==> src/hdl/pps_pkg.sv <==
// Shared types, constants and sizes for the priority scheduler.
`default_nettype none
package pps_pkg;
   localparam int SLOTS   = 16;
   localparam int SLOT_W  = (SLOTS > 1) ? $clog2(SLOTS) : 1;
   localparam int ID_W    = 8;
   localparam int PRIO_W  = 8;
   localparam int BURST_W = 16;
   localparam int TIME_W  = 32;
   localparam int SUM_W   = 48;

   localparam logic FUNC_ARRIVE = 1'b0;
   localparam logic FUNC_TICK   = 1'b1;
   localparam logic KIND_ARRIVE = 1'b0;
   localparam logic KIND_TICK   = 1'b1;

   localparam logic [SUM_W-1:0] SUM_MAX = {SUM_W{1'b1}};

   typedef struct packed {
      logic [ID_W-1:0]    ident;
      logic [PRIO_W-1:0]  prio;
      logic [BURST_W-1:0] remaining;
      logic [BURST_W-1:0] burst;
      logic [TIME_W-1:0]  arrival;
   } slot_rec_type;

   localparam int REC_W = $bits(slot_rec_type);

   typedef struct packed {
      logic               found;
      logic [SLOT_W-1:0]  idx;
      slot_rec_type       rec;
      logic [TIME_W-1:0]  age;
   } best_type;

   typedef struct packed {
      logic              item_kind;
      logic              accepted;
      logic              idle;
      logic [ID_W-1:0]   run_id;
      logic              finished;
      logic [TIME_W-1:0] turnaround;
      logic [TIME_W-1:0] wait_time;
      logic [SUM_W-1:0]  sum_wait;
      logic [SUM_W-1:0]  sum_turnaround;
   } rsp_item_type;

   typedef enum logic [2:0] {
      ST_IDLE,
      ST_SCAN,
      ST_DRAIN,
      ST_EXEC,
      ST_WAIT,
      ST_TOTAL,
      ST_RESPOND
   } state_type;
endpackage
`default_nettype wire

==> src/hdl/pps_ifs.sv <==
// Handshake interfaces for the request and response channels.
`default_nettype none
interface pps_req_if;
   logic        valid;
   logic        ready;
   logic        func;
   logic [7:0]  proc_id;
   logic [15:0] burst_len;
   logic [7:0]  prio_level;
   modport source (output valid, func, proc_id, burst_len, prio_level, input ready);
   modport sink   (input valid, func, proc_id, burst_len, prio_level, output ready);
endinterface

interface pps_rsp_if;
   logic        valid;
   logic        ready;
   logic        item_kind;
   logic        accepted;
   logic        idle;
   logic [7:0]  run_id;
   logic        finished;
   logic [31:0] turnaround;
   logic [31:0] wait_time;
   logic [47:0] sum_wait;
   logic [47:0] sum_turnaround;
   modport source (output valid, item_kind, accepted, idle, run_id, finished, turnaround,
                   wait_time, sum_wait, sum_turnaround, input ready);
   modport sink   (input valid, item_kind, accepted, idle, run_id, finished, turnaround,
                   wait_time, sum_wait, sum_turnaround, output ready);
endinterface
`default_nettype wire

==> src/hdl/preemptive_priority_scheduler.sv <==
// Top level: preemptive priority scheduler with slot table in a memory.
// Arrival item: after acceptance it passes to the respond state, where the response register
//   loads once the output is free. Tick item: the slot scan reads one memory entry per cycle,
//   followed by drain and update steps, and by wait-time and totals steps when the process
//   finishes. Next item taken in the cycle after the response loads.
// One item in flight at a time; a new item is taken while the response waits.
// Reset (synchronous): all slots free, time and totals zero, no response pending.
`default_nettype none
module preemptive_priority_scheduler (
   input wire logic clock,
   input wire logic reset,
   pps_req_if.sink   req,
   pps_rsp_if.source rsp
);
   import pps_pkg::*;

   state_type          state_ff, state_in;
   logic [SLOTS-1:0]   slot_valid_ff;
   logic [SLOT_W-1:0]  rd_idx_ff;
   logic               cmp_vld_ff;
   logic [SLOT_W-1:0]  cmp_idx_ff;
   logic [TIME_W-1:0]  now_ff;
   logic [SUM_W-1:0]   total_wait_ff, total_turn_ff;
   rsp_item_type       res_ff, res_in;
   rsp_item_type       out_ff, out_in;
   logic               rsp_valid_ff;

   logic               req_ready;
   logic               scan_rd;
   logic               scan_last;
   logic               pick_start;
   logic               out_free;
   logic               req_take;
   logic               arrive_ok;
   logic               has_free;
   logic [SLOT_W-1:0]  free_idx;
   logic               mem_wr_en;
   logic [SLOT_W-1:0]  mem_wr_addr;
   slot_rec_type       mem_wr_rec;
   logic [REC_W-1:0]   mem_rd_data;
   slot_rec_type       rd_rec;
   best_type           best;
   logic [BURST_W-1:0] rem_dec;
   logic [SUM_W:0]     wait_sum, turn_sum;

   assign out_free  = !rsp_valid_ff || rsp.ready;
   assign req_take  = req.valid && req_ready;
   assign scan_last = (rd_idx_ff == SLOT_W'(SLOTS - 1));
   assign rem_dec   = best.rec.remaining - BURST_W'(1);
   assign rd_rec    = slot_rec_type'(mem_rd_data);

   // lowest free slot
   always_comb begin
      has_free = 1'b0;
      free_idx = '0;
      for (int i = SLOTS - 1; i >= 0; i--) begin
         if (!slot_valid_ff[i]) begin
            has_free = 1'b1;
            free_idx = SLOT_W'(i);
         end
      end
   end

   assign arrive_ok = req_take && (req.func == FUNC_ARRIVE) && has_free
                      && (req.burst_len != '0);

   // next state
   always_comb begin
      state_in = state_ff;
      unique case (state_ff)
         ST_IDLE: begin
            if (req_take) begin
               state_in = (req.func == FUNC_TICK) ? ST_SCAN : ST_RESPOND;
            end
         end
         ST_SCAN: begin
            if (scan_last) begin
               state_in = ST_DRAIN;
            end
         end
         ST_DRAIN: state_in = ST_EXEC;
         ST_EXEC: begin
            state_in = (best.found && (rem_dec == '0)) ? ST_WAIT : ST_RESPOND;
         end
         ST_WAIT:  state_in = ST_TOTAL;
         ST_TOTAL: state_in = ST_RESPOND;
         ST_RESPOND: begin
            if (out_free) begin
               state_in = ST_IDLE;
            end
         end
         default: state_in = ST_IDLE;
      endcase
   end

   // control outputs
   always_comb begin
      req_ready  = 1'b0;
      scan_rd    = 1'b0;
      pick_start = 1'b0;
      unique case (state_ff)
         ST_IDLE: begin
            req_ready  = 1'b1;
            pick_start = 1'b1;
         end
         ST_SCAN: scan_rd = 1'b1;
         ST_DRAIN, ST_EXEC, ST_WAIT, ST_TOTAL, ST_RESPOND: begin
         end
         default: begin
         end
      endcase
   end

   always_comb begin
      mem_wr_en   = 1'b0;
      mem_wr_addr = free_idx;
      mem_wr_rec  = '{ident: req.proc_id, prio: req.prio_level, remaining: req.burst_len,
                      burst: req.burst_len, arrival: now_ff};
      if (arrive_ok) begin
         mem_wr_en = 1'b1;
      end else if ((state_ff == ST_EXEC) && best.found) begin
         mem_wr_en            = 1'b1;
         mem_wr_addr          = best.idx;
         mem_wr_rec           = best.rec;
         mem_wr_rec.remaining = rem_dec;
      end
   end

   pps_slot_ram #(
      .DATA_W (REC_W),
      .DEPTH  (SLOTS),
      .ADDR_W (SLOT_W)
   ) u_ram (
      .clock   (clock),
      .wr_en   (mem_wr_en),
      .wr_addr (mem_wr_addr),
      .wr_data (REC_W'(mem_wr_rec)),
      .rd_en   (scan_rd),
      .rd_addr (rd_idx_ff),
      .rd_data (mem_rd_data)
   );

   pps_pick u_pick (
      .clock    (clock),
      .reset    (reset),
      .start    (pick_start),
      .cmp_en   (cmp_vld_ff),
      .cmp_idx  (cmp_idx_ff),
      .cmp_rec  (rd_rec),
      .now_time (now_ff),
      .best     (best)
   );

   assign wait_sum = {1'b0, total_wait_ff} + {{(SUM_W + 1 - TIME_W){1'b0}}, res_ff.wait_time};
   assign turn_sum = {1'b0, total_turn_ff} + {{(SUM_W + 1 - TIME_W){1'b0}}, res_ff.turnaround};

   always_ff @(posedge clock) begin
      if (reset) begin
         state_ff      <= ST_IDLE;
         slot_valid_ff <= '0;
         rd_idx_ff     <= '0;
         cmp_vld_ff    <= 1'b0;
         now_ff        <= '0;
         total_wait_ff <= '0;
         total_turn_ff <= '0;
         rsp_valid_ff  <= 1'b0;
      end else begin
         state_ff   <= state_in;
         cmp_vld_ff <= scan_rd && slot_valid_ff[rd_idx_ff];
         if (scan_rd) begin
            rd_idx_ff <= scan_last ? '0 : rd_idx_ff + SLOT_W'(1);
         end
         if (arrive_ok) begin
            slot_valid_ff[free_idx] <= 1'b1;
         end
         if (state_ff == ST_EXEC) begin
            now_ff <= now_ff + TIME_W'(1);
            if (best.found && (rem_dec == '0)) begin
               slot_valid_ff[best.idx] <= 1'b0;
            end
         end
         if (state_ff == ST_TOTAL) begin
            total_wait_ff <= wait_sum[SUM_W] ? SUM_MAX : wait_sum[SUM_W-1:0];
            total_turn_ff <= turn_sum[SUM_W] ? SUM_MAX : turn_sum[SUM_W-1:0];
         end
         if ((state_ff == ST_RESPOND) && out_free) begin
            rsp_valid_ff <= 1'b1;
         end else if (rsp.ready) begin
            rsp_valid_ff <= 1'b0;
         end
      end
   end

   // result fields of the item in flight
   always_comb begin
      res_in = res_ff;
      if (req_take) begin
         res_in           = '0;
         res_in.item_kind = (req.func == FUNC_TICK) ? KIND_TICK : KIND_ARRIVE;
         res_in.accepted  = arrive_ok;
      end
      if (state_ff == ST_EXEC) begin
         res_in.idle       = !best.found;
         res_in.run_id     = best.found ? best.rec.ident : '0;
         res_in.finished   = best.found && (rem_dec == '0);
         res_in.turnaround = (best.found && (rem_dec == '0)) ? best.age + TIME_W'(1) : '0;
      end
      if (state_ff == ST_WAIT) begin
         res_in.wait_time = res_ff.turnaround
                            - {{(TIME_W - BURST_W){1'b0}}, best.rec.burst};
      end
   end

   always_comb begin
      out_in                = res_ff;
      out_in.sum_wait       = total_wait_ff;
      out_in.sum_turnaround = total_turn_ff;
   end

   always_ff @(posedge clock) begin
      cmp_idx_ff <= rd_idx_ff;
      res_ff     <= res_in;
      if ((state_ff == ST_RESPOND) && out_free) begin
         out_ff <= out_in;
      end
   end

   assign req.ready          = req_ready;
   assign rsp.valid          = rsp_valid_ff;
   assign rsp.item_kind      = out_ff.item_kind;
   assign rsp.accepted       = out_ff.accepted;
   assign rsp.idle           = out_ff.idle;
   assign rsp.run_id         = out_ff.run_id;
   assign rsp.finished       = out_ff.finished;
   assign rsp.turnaround     = out_ff.turnaround;
   assign rsp.wait_time      = out_ff.wait_time;
   assign rsp.sum_wait       = out_ff.sum_wait;
   assign rsp.sum_turnaround = out_ff.sum_turnaround;

   a_finish_is_tick: assert property (@(posedge clock) disable iff (reset)
      (rsp.valid && rsp.finished) |-> (!rsp.idle && (rsp.item_kind == KIND_TICK)))
      else $error("finished item not a running tick");

   a_totals_monotonic: assert property (@(posedge clock) disable iff (reset)
      1'b1 |=> ((total_wait_ff >= $past(total_wait_ff))
                && (total_turn_ff >= $past(total_turn_ff))))
      else $error("running totals decreased");

   a_arrival_fills_slot: assert property (@(posedge clock) disable iff (reset)
      arrive_ok |=> ($countones(slot_valid_ff) == $past($countones(slot_valid_ff)) + 1))
      else $error("accepted arrival did not occupy a slot");

   a_scan_only_when_busy: assert property (@(posedge clock) disable iff (reset)
      cmp_vld_ff |-> ((state_ff == ST_SCAN) || (state_ff == ST_DRAIN)))
      else $error("slot compare outside a scan");
endmodule
`default_nettype wire

==> src/hdl/pps_slot_ram.sv <==
// Simple dual-port slot memory, registered read.
`default_nettype none
module pps_slot_ram #(
   parameter int DATA_W = 80,
   parameter int DEPTH  = 16,
   parameter int ADDR_W = (DEPTH > 1) ? $clog2(DEPTH) : 1
) (
   input  wire logic              clock,
   input  wire logic              wr_en,
   input  wire logic [ADDR_W-1:0] wr_addr,
   input  wire logic [DATA_W-1:0] wr_data,
   input  wire logic              rd_en,
   input  wire logic [ADDR_W-1:0] rd_addr,
   output logic      [DATA_W-1:0] rd_data
);
   logic [DATA_W-1:0] mem [DEPTH];

   always_ff @(posedge clock) begin
      if (wr_en) begin
         mem[wr_addr] <= wr_data;
      end
   end

   always_ff @(posedge clock) begin
      if (rd_en) begin
         rd_data <= mem[rd_addr];
      end
   end
endmodule
`default_nettype wire

==> src/hdl/pps_pick.sv <==
// Running best-candidate selector fed one slot record per cycle while cmp_en is high.
`default_nettype none
module pps_pick (
   input  wire logic                          clock,
   input  wire logic                          reset,
   input  wire logic                          start,
   input  wire logic                          cmp_en,
   input  wire logic [pps_pkg::SLOT_W-1:0]    cmp_idx,
   input  wire pps_pkg::slot_rec_type         cmp_rec,
   input  wire logic [pps_pkg::TIME_W-1:0]    now_time,
   output pps_pkg::best_type                  best
);
   import pps_pkg::*;

   best_type          best_ff;
   logic [TIME_W-1:0] age;
   logic              take;

   assign age  = now_time - cmp_rec.arrival;
   // lower prio number wins; on a tie the older entry; lowest slot on equal age
   assign take = cmp_en && (!best_ff.found
                 || (cmp_rec.prio < best_ff.rec.prio)
                 || ((cmp_rec.prio == best_ff.rec.prio) && (age > best_ff.age)));

   always_ff @(posedge clock) begin
      if (reset || start) begin
         best_ff.found <= 1'b0;
      end else if (take) begin
         best_ff.found <= 1'b1;
      end
      if (take) begin
         best_ff.idx <= cmp_idx;
         best_ff.rec <= cmp_rec;
         best_ff.age <= age;
      end
   end

   assign best = best_ff;
endmodule
`default_nettype wire
==> src/flat_wrapper.sv <==
// flat-port wrapper written by rule: the top's interface ports become plain ports
module preemptive_priority_scheduler_flat import pps_pkg::*;
  (clock, reset, req_valid, req_func, req_proc_id, req_burst_len, req_prio_level, req_ready, rsp_valid, rsp_item_kind, rsp_accepted, rsp_idle, rsp_run_id, rsp_finished, rsp_turnaround, rsp_wait_time, rsp_sum_wait, rsp_sum_turnaround, rsp_ready);
  pps_req_if req_i ();
  pps_rsp_if rsp_i ();
  input wire logic clock;
  input wire logic reset;
  input wire logic [$bits(req_i.valid)-1:0] req_valid;
  input wire logic [$bits(req_i.func)-1:0] req_func;
  input wire logic [$bits(req_i.proc_id)-1:0] req_proc_id;
  input wire logic [$bits(req_i.burst_len)-1:0] req_burst_len;
  input wire logic [$bits(req_i.prio_level)-1:0] req_prio_level;
  output wire logic [$bits(req_i.ready)-1:0] req_ready;
  output wire logic [$bits(rsp_i.valid)-1:0] rsp_valid;
  output wire logic [$bits(rsp_i.item_kind)-1:0] rsp_item_kind;
  output wire logic [$bits(rsp_i.accepted)-1:0] rsp_accepted;
  output wire logic [$bits(rsp_i.idle)-1:0] rsp_idle;
  output wire logic [$bits(rsp_i.run_id)-1:0] rsp_run_id;
  output wire logic [$bits(rsp_i.finished)-1:0] rsp_finished;
  output wire logic [$bits(rsp_i.turnaround)-1:0] rsp_turnaround;
  output wire logic [$bits(rsp_i.wait_time)-1:0] rsp_wait_time;
  output wire logic [$bits(rsp_i.sum_wait)-1:0] rsp_sum_wait;
  output wire logic [$bits(rsp_i.sum_turnaround)-1:0] rsp_sum_turnaround;
  input wire logic [$bits(rsp_i.ready)-1:0] rsp_ready;
  assign req_i.valid = req_valid;
  assign req_i.func = req_func;
  assign req_i.proc_id = req_proc_id;
  assign req_i.burst_len = req_burst_len;
  assign req_i.prio_level = req_prio_level;
  assign req_ready = req_i.ready;
  assign rsp_valid = rsp_i.valid;
  assign rsp_item_kind = rsp_i.item_kind;
  assign rsp_accepted = rsp_i.accepted;
  assign rsp_idle = rsp_i.idle;
  assign rsp_run_id = rsp_i.run_id;
  assign rsp_finished = rsp_i.finished;
  assign rsp_turnaround = rsp_i.turnaround;
  assign rsp_wait_time = rsp_i.wait_time;
  assign rsp_sum_wait = rsp_i.sum_wait;
  assign rsp_sum_turnaround = rsp_i.sum_turnaround;
  assign rsp_i.ready = rsp_ready;
  preemptive_priority_scheduler u_core (.clock(clock), .reset(reset), .req(req_i), .rsp(rsp_i));
endmodule
==> config.mk <==
export PLATFORM = sky130hd
export DESIGN_NAME = preemptive_priority_scheduler_flat
export DESIGN_NICKNAME = d
export VERILOG_FILES = /design/src/hdl/pps_pkg.sv /design/src/hdl/pps_ifs.sv /design/src/hdl/preemptive_priority_scheduler.sv /design/src/hdl/pps_slot_ram.sv /design/src/hdl/pps_pick.sv /design/src/flat_wrapper.sv
export SDC_FILE = /design/constraint.sdc
export NUM_CORES = 2
export LEC_CHECK = 0
export BUFFER_PORTS_ARGS = -buffer_cell sky130_fd_sc_hd__buf_4
export CAP_MARGIN = 0
export CORE_ASPECT_RATIO = 0.75
export CORE_MARGIN = 8
export CORE_UTILIZATION = 55
export DETAILED_ROUTE_END_ITERATION = 12
export PLACE_DENSITY = 0.69
export SYNTH_ARGS = -nofsm -noshare
export SYNTH_HDL_FRONTEND = slang
export SYNTH_SLANG_ARGS = --single-unit
==> constraint.sdc <==
create_clock -name clock -period 18 [get_ports clock]
set_input_delay 2.7 -clock clock [delete_from_list [all_inputs] [get_ports clock]]
set_output_delay 2.7 -clock clock [all_outputs]
set_load 0.005 [all_outputs]
==> results.py <==
metrics = {
    "timing": {
        "hold_viol": 0,
        "grt_setup_unrepaired": "false",
        "timing.final.crit_share_pct": 35.1,
        "slew_violations": 0,
        "setup_viol": 0,
        "min_period_ns": 6.33,
        "clock_skew_ns": 0.0490,
        "relSlewSlack_pct": 21.0,
        "clock.fmax_ghz": 0.158,
        "setup_tns_ns": 0,
        "tightest_slew_ns": 1.18,
    },
    "yosys": {
        "synth_edf_count": 1724,
        "ys_types": 68,
        "yosysSeqAreaShare_pct": 71.8,
        "avgSynthCellArea_um2": 17.5,
        "yosys_warnings": 0,
        "synthArstFlopShare_pct": 0,
        "synth_top_area_share_pct": 67.7,
        "synthTopCellsByArea": "edfxtp_1, mux4_2, dfxtp_1",
        "synth_cells": 4362,
        "yosys_most_used_dff": "edfxtp_1",
        "netlist_area_um2": 76500,
        "synth_seq_cells": 1882,
        "syn-num-nets": 4559,
        "yosys.area.top_type": "edfxtp_1",
    },
    "power_and_ir_drop": {
        "ir_drop_uv": 105,
        "p_seq_share_pct": 49.5,
        "clkPwrFrac_pct": 35.2,
        "pwr-share-comb_pct": 15.3,
        "intPower_w": 0.00798,
        "p_leak_nw": 29.1,
        "switchingPower_w": 0.00275,
        "switching_share_pct": 25.6,
        "p_per_area_nw_per_um2": 124,
    },
    "clocking": {
        "cts.htree.levels": 4,
        "ctsHoldBuffers": 0,
        "tritoncts": "yes",
        "cts.repair.resized": 0,
        "clockBufferDepth": 3,
        "cts_setup_buffers": 0,
        "cts.sinks": 1882,
        "cts_buffers": 174,
        "clock-root-buffer": "clkbuf_16",
        "clkTransAtPathRegs_ns": 0.06,
        "clk-insertion-delay-late_ns": 0.82,
    },
    "floorplan": {
        "die_w_um": 447,
        "io-pin-count": 211,
        "core_area_um2": 138000,
        "dieArea_um2": 151000,
        "rows": 118,
        "die_h_um": 339,
        "start_util_pct": 55.4,
    },
    "worst_setup_path": {
        "worstSetupStartpoint": "u_core.now_ff[0]",
        "r2r_slack_ns": 11.67,
        "endpoint_kind": "flop",
        "arrival_ns": 6.71,
        "r2r-start": "u_core.now_ff[0]",
        "worstSetupPathType": "reg2reg",
        "cp.required_ns": 18.39,
        "crit_fanout": 63,
        "critPathLaunchType": "flop",
    },
    "cells_and_area": {
        "fin_nets": 4872,
        "multi_input_area_um2": 20600,
        "drive_gt1_share_pct": 21.3,
        "antenna_cells": 0,
        "filler_cell_count": 9624,
        "stdcell_count": 6686,
        "syn2layout_area_growth_pct": 13.2,
        "regArea_um2": 54900,
    },
    "detailed_routing": {
        "firstDrtPassIters": 9,
        "drt_iter0_markers": 4950,
        "dr_total_vias": 41500,
        "avgViaCountPerCell": 6.21,
        "routed_wl_um": 182000,
        "ant_nets": 0,
        "detail_route.wl_per_cell_um": 27.2,
        "drc": 0,
    },
    "run": {
        "maxCapViolCount": 0,
    },
    "hold_path": {
        "min_path_type": "reg2reg",
        "hp-start": "u_core.u_ram.rd_data[51]",
    },
    "global_routing": {
        "grt_first_pass_wirelength_um": 270000,
        "grt_antenna_before_repair": 6,
        "grt_start_max_net_pins": 135,
        "grt-ovfl-total": 0,
        "grt_pass1_vias": 40600,
        "grt_use_total_pct": 23.7,
    },
    "status": {
        "status": "complete, no violations",
    },
    "place": {
        "place.gp.congestion": 0.910,
        "port_buffers": 210,
        "placed_cells": 6359,
        "dp_hpwl_um": 110000,
    },
}
logic make-up after synthesis:
group	share of synthesized area, %
DFF	71.8
and+or+nand+nor	4.92
AOI/OAI and AO/OA	5.17
muxes	12.0
buffers and inverters	1.50
xor gates and xnor gates	1.99
adders and majority gates	2.66
metal layers:
layer / GRT usage, % / wire length [um]
met1: 35.9 / 79300
met2: 35.8 / 82100
met3: 4.27 / 16100
met4: 6.48 / 4080
met5: 0 / 0
power by group through the flow:
stage	sequential (W)	combinational (W)	clock, W
detailed placement	0.00540	0.00164	0
global placement	0.00539	0.00162	0
finish	0.00531	0.00165	0.00378
CTS	0.00531	0.00165	0.00385
floorplan	0.00527	0.00122	0
global route	0.00532	0.00180	0.00400
state kept, by name (all words and copies together) (netlist names), 48 cells and up:
name and flops:
u_core.u_pick.best 117, u_core.out_in 76, u_core.total_turn_ff 48, u_core.rsp.sum_wait 48, u_core.rsp.sum_turnaround 48, u_core.u_ram.rd_data 80, u_core.total_wait_ff 48, u_core.u_ram.mem 1280
critical path, cell delays in order (launching register included):
cell       delay (ns)
dfxtp_1          0.35
inv_1            0.08
ha_1             0.16
inv_1            0.06
fa_1             0.39
a21oi_1          0.25
o211ai_1         0.16
a211oi_1         0.42
o31ai_1          0.23
a21oi_1          0.18
nor2b_1          0.07
o21ai_0          0.17
nand2b_1         0.07
a21oi_1          0.17
xnor2_1          0.17
ha_1             0.29
a21o_1           0.16
a21o_1           0.18
a21o_1           0.17
a21o_1           0.16
a21o_1           0.17
a21oi_1          0.15
nor3_1           0.06
a2111oi_0        0.79
o21ai_4          0.26
buf_4            0.52
synth_stat cells (all sizes together) (30+ instances only):
library cell	n
clkbuf	134
nor3	51
and3	45
dfxtp	158
mux4	405
nand2	254
a21oi	174
nand4	38
xor2	70
a31oi	48
inv	135
a211oi	31
xnor2	104
nand3	58
buf	37
ha	156
o21a	30
a21o	73
o21ai	178
nor2	200
edfxtp	1724
final cells by class:
class,count,area share (%)
Multi-Input combinational cell,2174,23.8
Clock buffer,219,5.49
Timing Repair Buffer,308,2.71
Tap cell,1860,2.69
Inverter,135,0.588
Sequential cell,1882,63.4
Clock inverter,108,1.32
path summary, 6_finish.rpt:
path | depth (start not counted) | end
min reg2reg | 0 | u_core.u_pick.best[83]
max reg2reg | 25 | u_core.u_pick.best[87]
min | 0 | u_core.u_pick.best[83]
max | 25 | u_core.u_pick.best[87]
cell usage in the layout (no fill, tap or decap), types with 133 or more instances in the layout:
cell       Yosys  routed
edfxtp_1    1724    1724
mux4_2       405     405
buf_4          0     305
nand2_1      254     252
nor2_1       200     182
clkbuf_16      0     182
a21oi_1      174     174
o21ai_0      176     171
ha_1         156     156
dfxtp_1      158     154
inv_1        135     133
through the flow:
step / setup slack [ns] / instance area, um^2 / power, W / util, % / hold slack [ns]
3_5_place_dp: 11.36 / 80700 / 0.00704 / 58.5 / 0.389
2_1_floorplan: 5.32 / 76500 / 0.00649 / - / 0.354
4_1_cts: 11.71 / 86600 / 0.0108 / 62.8 / 0.407
5_1_grt: 11.11 / 86600 / 0.0111 / 62.8 / 0.418
6_report: 11.67 / 86600 / 0.0107 / 62.8 / 0.409
3_3_place_gp: 11.40 / 80700 / 0.00702 / 58.5 / 0.388
No activity file was read; power rests on OpenSTA's default activity.
